--- config.mk ---
export PLATFORM = sky130hd
export DESIGN_NAME = sampled_curve_feature_classifier
export DESIGN_NICKNAME = d
export VERILOG_FILES = /design/src/rtl/sccf_pkg.sv /design/src/rtl/sccf_classify.sv /design/src/rtl/sccf_result_q.sv /design/src/rtl/sampled_curve_feature_classifier.sv
export SDC_FILE = /design/constraint.sdc
export NUM_CORES = 1
export LEC_CHECK = 0
export BUFFER_PORTS_ARGS = -buffer_cell sky130_fd_sc_hd__buf_4
export CAP_MARGIN = 10
export CORE_AREA = 4 4 263 162
export DETAILED_ROUTE_END_ITERATION = 8
export DIE_AREA = 0 0 267 166
export GPL_TIMING_DRIVEN = 0
export PLACE_DENSITY = 0.86
export SYNTH_ARGS = -nofsm -noshare
export SYNTH_HDL_FRONTEND = slang
export SYNTH_HIERARCHICAL = 1
export SYNTH_SLANG_ARGS = --single-unit
--- constraint.sdc ---
create_clock -name i_clk -period 21.6 [get_ports i_clk]
set_input_delay 3.24 -clock i_clk [delete_from_list [all_inputs] [get_ports i_clk]]
set_output_delay 3.24 -clock i_clk [all_outputs]
set_load 0.01 [all_outputs]
--- src/rtl/sccf_pkg.sv ---
// Shared types and constants for the sampled curve feature classifier.
`timescale 1ns / 1ps

package sccf_pkg;

    localparam int unsigned DATA_W  = 32;
    localparam int unsigned INDEX_W = 16;
    localparam int unsigned MODE_W  = 2;
    localparam int unsigned SLOTS   = 3;

    localparam logic [MODE_W-1:0] MODE_INFLECT = 2'd2;

    typedef enum logic [3:0] {
        KIND_START      = 4'd0,
        KIND_END        = 4'd1,
        KIND_MAX        = 4'd2,
        KIND_MIN        = 4'd3,
        KIND_MAX_AFTER  = 4'd4,
        KIND_MIN_AFTER  = 4'd5,
        KIND_MAX_BEFORE = 4'd6,
        KIND_MIN_BEFORE = 4'd7,
        KIND_INFLECT    = 4'd8
    } t_kind;

    typedef struct packed {
        logic [DATA_W-1:0] cmp;
        logic [DATA_W-1:0] disp;
        logic [DATA_W-1:0] slope;
        logic              valid;
    } t_sample;

    typedef struct packed {
        t_sample smp;
        logic    last_flag;
    } t_in_item;

    typedef struct packed {
        t_kind              kind;
        logic [INDEX_W-1:0] index;
        logic [DATA_W-1:0]  value;
    } t_result;

    typedef struct packed {
        logic [1:0]              cnt;
        t_result [SLOTS-1:0]     ent;
    } t_bundle;

endpackage

--- src/rtl/sccf_classify.sv ---
// Three-point classifier: kind of a sample from its two neighbors.
`timescale 1ns / 1ps

module sccf_classify
    import sccf_pkg::*;
#(
    parameter int VALUE_WIDTH = 32
) (
    input  t_sample i_cur,
    input  t_sample i_prev,
    input  t_sample i_next,
    input  logic    i_inflect_en,
    output logic    o_hit,
    output t_kind   o_kind
);

    // Widths above the field width compare the field as an unsigned number.
    localparam int KW = (VALUE_WIDTH <= DATA_W) ? VALUE_WIDTH : DATA_W + 1;

    logic signed [KW-1:0] kc, kp, kn, sc, sp, sn;
    logic gt_p, gt_n, lt_p, lt_n;

    assign kc = KW'(i_cur.cmp);
    assign kp = KW'(i_prev.cmp);
    assign kn = KW'(i_next.cmp);
    assign sc = KW'(i_cur.slope);
    assign sp = KW'(i_prev.slope);
    assign sn = KW'(i_next.slope);

    assign gt_p = kc > kp;
    assign lt_p = kc < kp;
    assign gt_n = kc > kn;
    assign lt_n = kc < kn;

    always_comb begin
        o_hit  = 1'b0;
        o_kind = KIND_START;
        if (i_cur.valid) begin
            if (!i_prev.valid && i_next.valid) begin
                if (gt_n) begin
                    o_hit  = 1'b1;
                    o_kind = KIND_MAX_AFTER;
                end else if (lt_n) begin
                    o_hit  = 1'b1;
                    o_kind = KIND_MIN_AFTER;
                end
            end else if (i_prev.valid && !i_next.valid) begin
                if (gt_p) begin
                    o_hit  = 1'b1;
                    o_kind = KIND_MAX_BEFORE;
                end else if (lt_p) begin
                    o_hit  = 1'b1;
                    o_kind = KIND_MIN_BEFORE;
                end
            end else if (i_prev.valid && i_next.valid) begin
                if (gt_p && gt_n) begin
                    o_hit  = 1'b1;
                    o_kind = KIND_MAX;
                end else if (lt_p && lt_n) begin
                    o_hit  = 1'b1;
                    o_kind = KIND_MIN;
                end else if (i_inflect_en &&
                             ((sc < sp && sc < sn) || (sc > sp && sc > sn))) begin
                    o_hit  = 1'b1;
                    o_kind = KIND_INFLECT;
                end
            end
        end
    end

endmodule

--- src/rtl/sccf_result_q.sv ---
// Result buffer: holds the results of one sample and hands them out one by one.
`timescale 1ns / 1ps

module sccf_result_q
    import sccf_pkg::*;
(
    input  logic    i_clk,
    input  logic    i_rst_n,
    input  logic    i_load,
    input  t_bundle i_bundle,
    input  logic    i_take,
    output logic    o_can_load,
    output logic    o_valid,
    output logic    o_last,
    output t_result o_head
);

    t_result [SLOTS-1:0] r_q;
    t_result [SLOTS-1:0] n_q;
    logic [1:0]          r_cnt;
    logic [1:0]          n_cnt;

    // Free when empty or when the last held result leaves this cycle.
    assign o_can_load = (r_cnt == 2'd0) || (r_cnt == 2'd1 && i_take);
    assign o_valid    = r_cnt != 2'd0;
    assign o_last     = r_cnt == 2'd1;
    assign o_head     = r_q[0];

    always_comb begin
        n_q   = r_q;
        n_cnt = r_cnt;
        if (i_load) begin
            n_q   = i_bundle.ent;
            n_cnt = i_bundle.cnt;
        end else if (i_take) begin
            // advance the queue by one slot
            n_q[0] = r_q[1];
            n_q[1] = r_q[2];
            n_cnt  = r_cnt - 2'd1;
        end
    end

    always_ff @(posedge i_clk) begin
        r_q <= n_q;
        if (!i_rst_n) begin
            r_cnt <= 2'd0;
        end else begin
            r_cnt <= n_cnt;
        end
    end

endmodule

--- src/rtl/sampled_curve_feature_classifier.sv ---
// Top level: sample window, classification and result output of the curve classifier.
`timescale 1ns / 1ps
//
//  channel  | direction | handshake                       | payload
//  ---------+-----------+---------------------------------+-------------------------------
//  sample   | in        | i_in_valid / o_in_stall         | compare, display, valid,
//           |           |                                 | slope, final flag
//  point    | out       | o_out_valid / i_out_stall       | kind, index, value, run_last
//  config   | in        | i_cfg_valid / o_cfg_ready       | i_cfg_data (derivative mode)
//
//  One sample transaction per cycle while o_in_stall is low. A sample waits in the
//  input register, is classified against the two-sample window and loads the result
//  buffer once the buffer can take it; its first result is on the port in the next
//  cycle, and the sample's results are taken while i_out_stall is low.
//  A sample causes at most three results (start or left-neighbor result, own result
//  on the final sample, end), one per slot of the three-slot result buffer, which
//  hands them out one by one and takes the next sample only as its last one leaves.
//  Reset (synchronous, active low) clears the window, the sample index, the
//  derivative mode and both valid flags. The config port is always ready.
//  Output stall backs up into o_in_stall only once the buffer and the input
//  register are both occupied.

module sampled_curve_feature_classifier
    import sccf_pkg::*;
#(
    parameter int MAX_SAMPLES = 65536,
    parameter int VALUE_WIDTH = 32
) (
    input  logic                      i_clk,
    input  logic                      i_rst_n,

    input  logic                      i_in_valid,
    output logic                      o_in_stall,
    input  logic signed [DATA_W-1:0]  i_compare_value,
    input  logic signed [DATA_W-1:0]  i_display_value,
    input  logic                      i_sample_valid,
    input  logic signed [DATA_W-1:0]  i_slope_value,
    input  logic                      i_final_sample,

    output logic                      o_out_valid,
    input  logic                      i_out_stall,
    output logic [3:0]                o_point_kind,
    output logic [INDEX_W-1:0]        o_point_index,
    output logic signed [DATA_W-1:0]  o_point_value,
    output logic                      o_run_last,

    input  logic                      i_cfg_valid,
    output logic                      o_cfg_ready,
    input  logic [MODE_W-1:0]         i_cfg_data
);

    localparam int CW = $clog2(MAX_SAMPLES);

    // Configuration
    logic [MODE_W-1:0] r_mode;

    // Input register
    logic     r_in_valid;
    t_in_item r_in;

    // Window and sample index
    t_sample       r_win0;
    t_sample       r_win1;
    logic [CW-1:0] r_count;

    // Handshake
    logic in_accept;
    logic out_take;
    logic can_load;
    logic load;

    // Classification
    t_sample            cur;
    t_sample            prev;
    t_sample            prev2;
    logic               first;
    logic               last;
    logic               inflect_en;
    logic               hit_prev;
    logic               hit_cur;
    t_kind              kind_prev;
    t_kind              kind_cur;
    logic [INDEX_W-1:0] idx16;
    t_result            c0, c1, c2;
    logic               v0, v1, v2;
    t_bundle            bundle;
    t_result            head;
    logic               q_valid;
    logic               q_last;

    assign o_cfg_ready = 1'b1;

    assign out_take   = o_out_valid && !i_out_stall;
    assign o_in_stall = r_in_valid && !can_load;
    assign in_accept  = i_in_valid && !o_in_stall;
    assign load       = r_in_valid && can_load;

    // ---------------------------------------------------------------
    // Window selection. The first sample of a curve is its own left
    // neighbor, also when it is classified on the arrival of the second sample.
    // ---------------------------------------------------------------
    assign cur        = r_in.smp;
    assign first      = r_count == CW'(0);
    assign last       = r_in.last_flag || (r_count == CW'(MAX_SAMPLES - 1));
    assign prev       = first ? cur : r_win0;
    assign prev2      = (r_count == CW'(1)) ? r_win0 : r_win1;
    assign inflect_en = r_mode == MODE_INFLECT;
    assign idx16      = INDEX_W'(r_count);

    // Classify the previous sample now that its right neighbor is here.
    sccf_classify #(
        .VALUE_WIDTH (VALUE_WIDTH)
    ) u_cls_prev (
        .i_cur        (prev),
        .i_prev       (prev2),
        .i_next       (cur),
        .i_inflect_en (inflect_en),
        .o_hit        (hit_prev),
        .o_kind       (kind_prev)
    );

    // Classify the final sample with itself as right neighbor.
    sccf_classify #(
        .VALUE_WIDTH (VALUE_WIDTH)
    ) u_cls_cur (
        .i_cur        (cur),
        .i_prev       (prev),
        .i_next       (cur),
        .i_inflect_en (inflect_en),
        .o_hit        (hit_cur),
        .o_kind       (kind_cur)
    );

    // ---------------------------------------------------------------
    // Candidate results in emission order, then pack the valid ones
    // toward slot 0.
    // ---------------------------------------------------------------
    always_comb begin
        if (first) begin
            c0.kind  = KIND_START;
            c0.index = idx16;
            c0.value = cur.disp;
        end else begin
            c0.kind  = kind_prev;
            c0.index = idx16 - INDEX_W'(1);
            c0.value = prev.disp;
        end
        v0 = first || hit_prev;

        c1.kind  = kind_cur;
        c1.index = idx16;
        c1.value = cur.disp;
        v1       = last && hit_cur;

        c2.kind  = KIND_END;
        c2.index = idx16;
        c2.value = cur.disp;
        v2       = last;

        bundle.cnt    = {1'b0, v0} + {1'b0, v1} + {1'b0, v2};
        bundle.ent[0] = v0 ? c0 : (v1 ? c1 : c2);
        bundle.ent[1] = (v0 && v1) ? c1 : c2;
        bundle.ent[2] = c2;
    end

    sccf_result_q u_result_q (
        .i_clk      (i_clk),
        .i_rst_n    (i_rst_n),
        .i_load     (load),
        .i_bundle   (bundle),
        .i_take     (out_take),
        .o_can_load (can_load),
        .o_valid    (q_valid),
        .o_last     (q_last),
        .o_head     (head)
    );

    assign o_out_valid   = q_valid;
    assign o_run_last    = q_last;
    assign o_point_kind  = head.kind;
    assign o_point_index = head.index;
    assign o_point_value = head.value;

    // ---------------------------------------------------------------
    // Registers
    // ---------------------------------------------------------------
    always_ff @(posedge i_clk) begin
        // hold the input payload while the item waits for the buffer
        if (in_accept) begin
            r_in.smp.cmp   <= i_compare_value;
            r_in.smp.disp  <= i_display_value;
            r_in.smp.slope <= i_slope_value;
            r_in.smp.valid <= i_sample_valid;
            r_in.last_flag <= i_final_sample;
        end

        if (load && !last) begin
            r_win1.cmp   <= r_win0.cmp;
            r_win1.disp  <= r_win0.disp;
            r_win1.slope <= r_win0.slope;
            r_win0.cmp   <= cur.cmp;
            r_win0.disp  <= cur.disp;
            r_win0.slope <= cur.slope;
        end

        if (!i_rst_n) begin
            r_mode       <= '0;
            r_in_valid   <= 1'b0;
            r_count      <= '0;
            r_win0.valid <= 1'b0;
            r_win1.valid <= 1'b0;
        end else begin
            if (i_cfg_valid && o_cfg_ready) begin
                r_mode <= i_cfg_data;
            end

            r_in_valid <= in_accept || (r_in_valid && !can_load);

            if (load) begin
                if (last) begin
                    // drop the window: next sample opens a new curve
                    r_count      <= '0;
                    r_win0.valid <= 1'b0;
                    r_win1.valid <= 1'b0;
                end else begin
                    r_count      <= CW'(r_count + CW'(1));
                    r_win1.valid <= r_win0.valid;
                    r_win0.valid <= cur.valid;
                end
            end
        end
    end

endmodule

==> results of run 1 <==
cells in the final DEF (no fill, tap or decap), types with 6 or more instances in the layout:
cell,instances
inv_1,269
mux2i_1,7
and4_1,6
mux2_1,56
mux2_4,28
nand2b_1,13
clkbuf_1,22
nor2b_1,7
nand4_1,50
or4_1,7
nor2_1,29
o21ai_0,39
ha_1,262
nor4_1,18
dfxtp_1,23
a211oi_1,8
a21oi_1,115
nor3_1,33
xnor2_1,14
edfxtp_1,414
buf_2,16
buf_12,11
buf_6,14
clkinv_1,13
nand3_1,54
mux2_2,184
nand2_1,76
clkbuf_16,42
buf_4,212
a21o_1,21
xor2_1,8
critical path, cell delays in order:
cell and delay [ps]:
buf_4 110, nor2b_1 440, nand2_1 100, nand2_1 160, nor2b_1 140, buf_4 170
cell type report:
type / count / area (µm²) / share of cell area
inverters: 271 / 1020 / 0.0359
well taps: 531 / 664 / 0.0234
repair buffers: 170 / 1440 / 0.0506
plain buffers: 100 / 748 / 0.0264
multi-input cells: 1154 / 10300 / 0.362
clock inverters: 24 / 250 / 0.00882
diodes: 3 / 7.51 / 0.000265
flip-flops and latches: 437 / 12900 / 0.455
clock buffers: 50 / 1080 / 0.0381
path summary, 6_finish.rpt:
path | from | endpoint | depth (start not counted)
worst max-delay path | i_out_stall | o_in_stall | 6
worst min-delay path | r_win0[70]$_DFFE_PP_ | r_win1[70]$_DFFE_PP_ | 0
worst max register to register | idx16[4]$_SDFFE_PN0P_ | u_result_q/o_head[45]$_DFFE_PP_ | 23
worst min register to register | r_win0[70]$_DFFE_PP_ | r_win1[70]$_DFFE_PP_ | 0
power groups by stage:
stage	clock, mW	combinational, mW	sequential, mW
after floorplan	0	0.553	1.20
after global placement	0	0.754	1.23
after detailed placement	0	0.811	1.21
after CTS	0.746	0.822	1.20
after global routing	0.787	0.900	1.21
final	0.731	0.825	1.20
registers in the layout (all words and copies together) (netlist names):
register	count
r_win1	65
u_result_q/o_head	52
cur	65
bundle	32
r_in	1
u_result_q/r_q	104
r_in_valid	1
r_mode	2
idx16	16
r_win0	97
u_result_q/r_cnt	2
metrics by stage:
stage,worst slack (ps),std cells,hold WS (ps),total power [mW],util
after floorplan,10470,1962,419,1.75,-
after global placement,6420,2652,448,1.98,0.668
after detailed placement,14040,2663,454,2.02,0.674
after CTS,14040,2737,472,2.77,0.707
after global routing,13870,2739,482,2.90,0.707
final,14000,2740,471,2.75,0.708
routing by layer:
metal  track usage  vias up  wire, µm
li1              -     7614         -
met3        0.0384       93      3670
met4        0.0659        2      1120
met2         0.393      537     25800
met1         0.352     7920     24600
met5             0        -         8
==> run metrics, run 1 <==
Critical Path AT ~4400 ps; combinational share of power 0.300; share of cells above drive strength 1 0.255; hold_buf cts 0; Peak Freq 132 MHz; First-pass DRT Iterations 5; CTS max path bufs 3; Area Overhead vs Synth 13.9%; die height about 170 µm; mean post-synth cell area about 13 µm²; setup bufs post-CTS 0; design area around 28000 µm²; Pins Over Slew Limit 0; part of the power in registers 0.435; Setup CP Type primary input to output pin; unrepaired setup endpoints after global routing no; overall die width 267 µm; Setup Total Neg Slack 0 ps; Peak VDD IR around 0.075 mV; synthesized cell area 24900 µm²; average wire per standard cell slightly above 20 µm; total gr overflow 0; Switch Pwr 0.826 mW; DRT antenna net count 0; fin nets between 2000 and 3000; Post-CTS Resized 0; FP Rows 57; pwr/cell area ~97 nW/µm²; cell-internal power 1.93 mW; Worst slew margin 0.290; IO Pins 161; vias in the first global route 16400; Vias/cell about 5.9; Core ar. between 40000 and 50000 µm²; worst hold path type flop to flop; die footprint 44300 µm²; Initial Util 0.621; total routed wirelength between 50 and 60 mm; Port Buf Inserts ~160; # DRC 0; Least-Margin Pin Slew 1050 ps; yosys warns 6; hold violation count in the final report 0; clock skew 15.6 ps; Finish-stage setup viols 0; crit-path max FO 5; DP HPWL between 30 and 40 mm; total CTS buffers just over 40; first-pass GRT wire length around 90 mm; DR iter-0 viols around 1600; largest net degree at the start of global routing between 60 and 70; TritonCTS clock tree built; status finished, final reports clean; CP startpoint kind primary input; post-route clock period utilization 0.352; TritonCTS Sinks ~440; GRT Overall Usage 0.245; switching share of power 0.300; clock insertion delay at the later pin of the skew report 560 ps; cells after synthesis around 2000; initial antenna violation count 3; clk root buf clkbuf_16; placed inst area roughly 27000 µm²; Clock transition at path regs approximately 60 ps; Lkg Pwr around 12 nW; htree depth 2; worst path required time about 18000 ps; minimum clock period ~7600 ps; Via Count roughly 16000; r2r setup slk about 14000 ps; Placer Congestion just over 0.9; crit end category output pin; Max-Cap Viols 0; clock share of power 0.265; Layout fillers 2663
Note: power is estimated with default switching activity, not from simulation.
==> inputs of run 2 (changes only) <==
- CORE_AREA: 4 4 263 162 -> 4 4 273 168
- DIE_AREA: 0 0 267 166 -> 0 0 277 172
- PLACE_DENSITY: 0.86 -> 0.8
- clock period: 21.6 -> 7.21 ns (I/O delays scaled with it)
==> run 2 against run 1 <==
  * Core utilization decreased by 5.0 points
  * Global-route usage decreased by 2.6 points
  * Die area increased by 7.5%
  * Clock-buffer cell count decreased by 1
  * Sequential share of layout area about the same
  * Sequential power increased to 3.0 times the previous value
  * Wire length decreased by 4.0%
  * Final cell count increased by 1.6%
  * Register-to-register slack got worse by 14000 ps
  * Clock skew increased by 16 ps
  * Flip-flop and latch count unchanged
  * Critical endpoint is now u_result_q/o_head[45]$_DFFE_PP_
  * Highest routed layer is now met4
==> run metrics, run 2 (synthesis results as in run 1) <==
worst hold path type flop to flop; Initial Util 0.577 (-0.0437); Worst Hold Path EP r_win1[92]$_DFFE_PP_; Max-Cap Viols 0 (unchanged); hold path startpoint r_win0[92]$_DFFE_PP_; DP HPWL 39.3 mm (-1.2%); Worst Path Buf+Inv 5 (+3); Clock transition at path regs 70 ps (about the same); worst path required time 7520 ps (-10840 ps); Crit path depth 23 (+17); total power draw 8.07 mW (+190%); CP Cell Sequence buf_2 > or4_4 > buf_6 > or4_4 > buf_6 > nor2_2 > buf_6 > buf_6 > mux2_1 > ha_1 > nand4_1 > or4_4 > nand3b_4 > a21oi_2 > nor4_2 > mux2i_1 > mux2_2 > a311oi_4 > or3b_4 > or3_1 > nor3_2 > xor2_1 > mux2_2; share of cells above drive strength 1 0.260 (+0.00489); total routed wirelength 53.0 mm (-4.0%); GRT Overall Usage 0.219 (-0.0257); average wire per standard cell 19.0 µm (-5.5%); pwr/cell area 285 nW/µm² (+190%); DRT antenna net count 0 (unchanged); most frequent cells in the layout edfxtp_1, inv_1, ha_1; largest registers u_result_q/r_q (104), r_win0 (97); initial antenna violation count 2 (-1); TritonCTS Sinks 437 (unchanged); slowest stage delay, CP 590 ps (+150 ps); Placer Congestion 0.919 (+0.39%); die footprint 47600 µm² (+7.5%); hold depth 0 (unchanged); r2r setup slk 240 ps (-13920 ps); first-pass GRT wire length 84.1 mm (-3.9%); fin nets 2542 (-0.039%); CTS max path bufs 3 (unchanged); htree depth 2 (unchanged); crit-path max FO 10 (+5); DR iter-0 viols 1124 (-30%); most frequent CP cell buf_6; Post-Place Cells 2711 (+1.8%); minimum clock period 6970 ps; post-route clock period utilization 0.967; clock insertion delay at the later pin of the skew report 570 ps (about the same); setup bufs post-CTS 0 (unchanged); reg2reg end u_result_q/o_head[45]$_DFFE_PP_; Setup CP Type flop to flop; First-pass DRT Iterations 5 (unchanged); Largest register FFs 104 (unchanged); most flop-heavy register u_result_q/r_q; Critical Path Slowest Stage Cell or4_4; crit end category flop; vias in the first global route 15600 (-4.6%); Core ar. 43100 µm² (+7.6%); Critical Path AT 7290 ps (+2930 ps); delay-heaviest family, CP simple AND/OR/NAND/NOR gates; most common cell after layout, fill and taps aside edfxtp_1; FP Rows 59 (+3.5%); worst reg2reg path depth 23 (unchanged); unrepaired setup endpoints after global routing no; Area Overhead vs Synth 13.9% (about the same); Peak Freq ~140 MHz; Lkg Pwr 12.0 nW (-0.23%); CP startpoint kind flop; TritonCTS clock tree built; Finished Layout Cells 2784 (+1.6%); die height 172 µm (+3.6%); Via Count 15700 (-3.1%); Peak VDD IR 0.194 mV (+160%); IO Pins 161 (unchanged); status finished, final reports clean; Pins Over Slew Limit 0 (unchanged); overall die width 277 µm (+3.7%); hold violation count in the final report 0 (unchanged); Least-Margin Pin Slew 1070 ps (+16.3 ps); # DRC 0 (unchanged); fin util 0.657 (-0.0501); largest net degree at the start of global routing 54 (-18%); clock skew 31.3 ps (+15.7 ps); Setup Total Neg Slack 0 ps (unchanged); FF-to-FF Start idx16[4]$_SDFFE_PN0P_; Vias/cell 5.63 (-4.6%); clk root buf clkbuf_16; total gr overflow 0 (unchanged); Worst slew margin 0.279 (-0.0110); hold_buf cts 0 (unchanged); Port Buf Inserts 159 (unchanged); total CTS buffers 41 (unchanged); Finish-stage setup viols 0 (unchanged)
run 2: cell types whose count changed in the layout (fill, tap and decap cells not counted), moves of 2 or more:
cell / change
bufinv_16: -4
buf_12: -2
clkinv_1: -6
clkinv_2: +7
inv_6: +2
clkbuf_1: -3
buf_16: +2
run 2: how the worst max path moves through the flow:
stage | from | to
global route | idx16[4]$_SDFFE_PN0P_ | u_result_q/o_head[45]$_DFFE_PP_
CTS | idx16[4]$_SDFFE_PN0P_ | u_result_q/r_q[100]$_DFFE_PP_
floorplan | i_out_stall | bundle[104]$_DFFE_PP_
detailed placement | idx16[4]$_SDFFE_PN0P_ | u_result_q/o_head[45]$_DFFE_PP_
global placement | i_out_stall | cur[87]$_DFFE_PP_
finish | idx16[4]$_SDFFE_PN0P_ | u_result_q/o_head[45]$_DFFE_PP_
run 2: power breakdown:
group / switching, mW / internal, mW
registers: 0.199 / 3.38
logic: 1.31 / 1.15
clock network: 0.948 / 1.09
total: 2.45 / 5.61
run 2: repair_timing:
| item | in CTS | in global routing |
|---|---|---|
| endpoints found under the setup margin | 3 | 33 |
| resized for setup | 4 | 7 |
| endpoints found under the hold margin | 0 | 0 |
run 2: final cells by class:
type / count / area [µm²]
clock inverters: 23 / 153
repair buffers: 170 / 1450
flip-flops and latches: 437 / 12900
fillers: 3187 / 14800
clock buffers: 49 / 1060
multi-input cells: 1154 / 10300
diodes: 2 / 5.00
plain buffers: 99 / 749
inverters: 271 / 1020
well taps: 579 / 724
run 2: per-layer routing:
layer | routed length, µm | global-route usage
met2 | 23800 | 0.349
met1 | 25700 | 0.326
met3 | 2620 | 0.0327
met5 | 0 | 0
met4 | 863 | 0.0420
run 2: stage by stage:
step	setup slack (ps)	area, µm²	hold WS, ps
after detailed placement	-106	27100	456
after CTS	78.7	28300	466
after floorplan	704	24900	419
after global placement	-2740	26800	447
after global routing	25.3	28300	471
final	235	28300	464
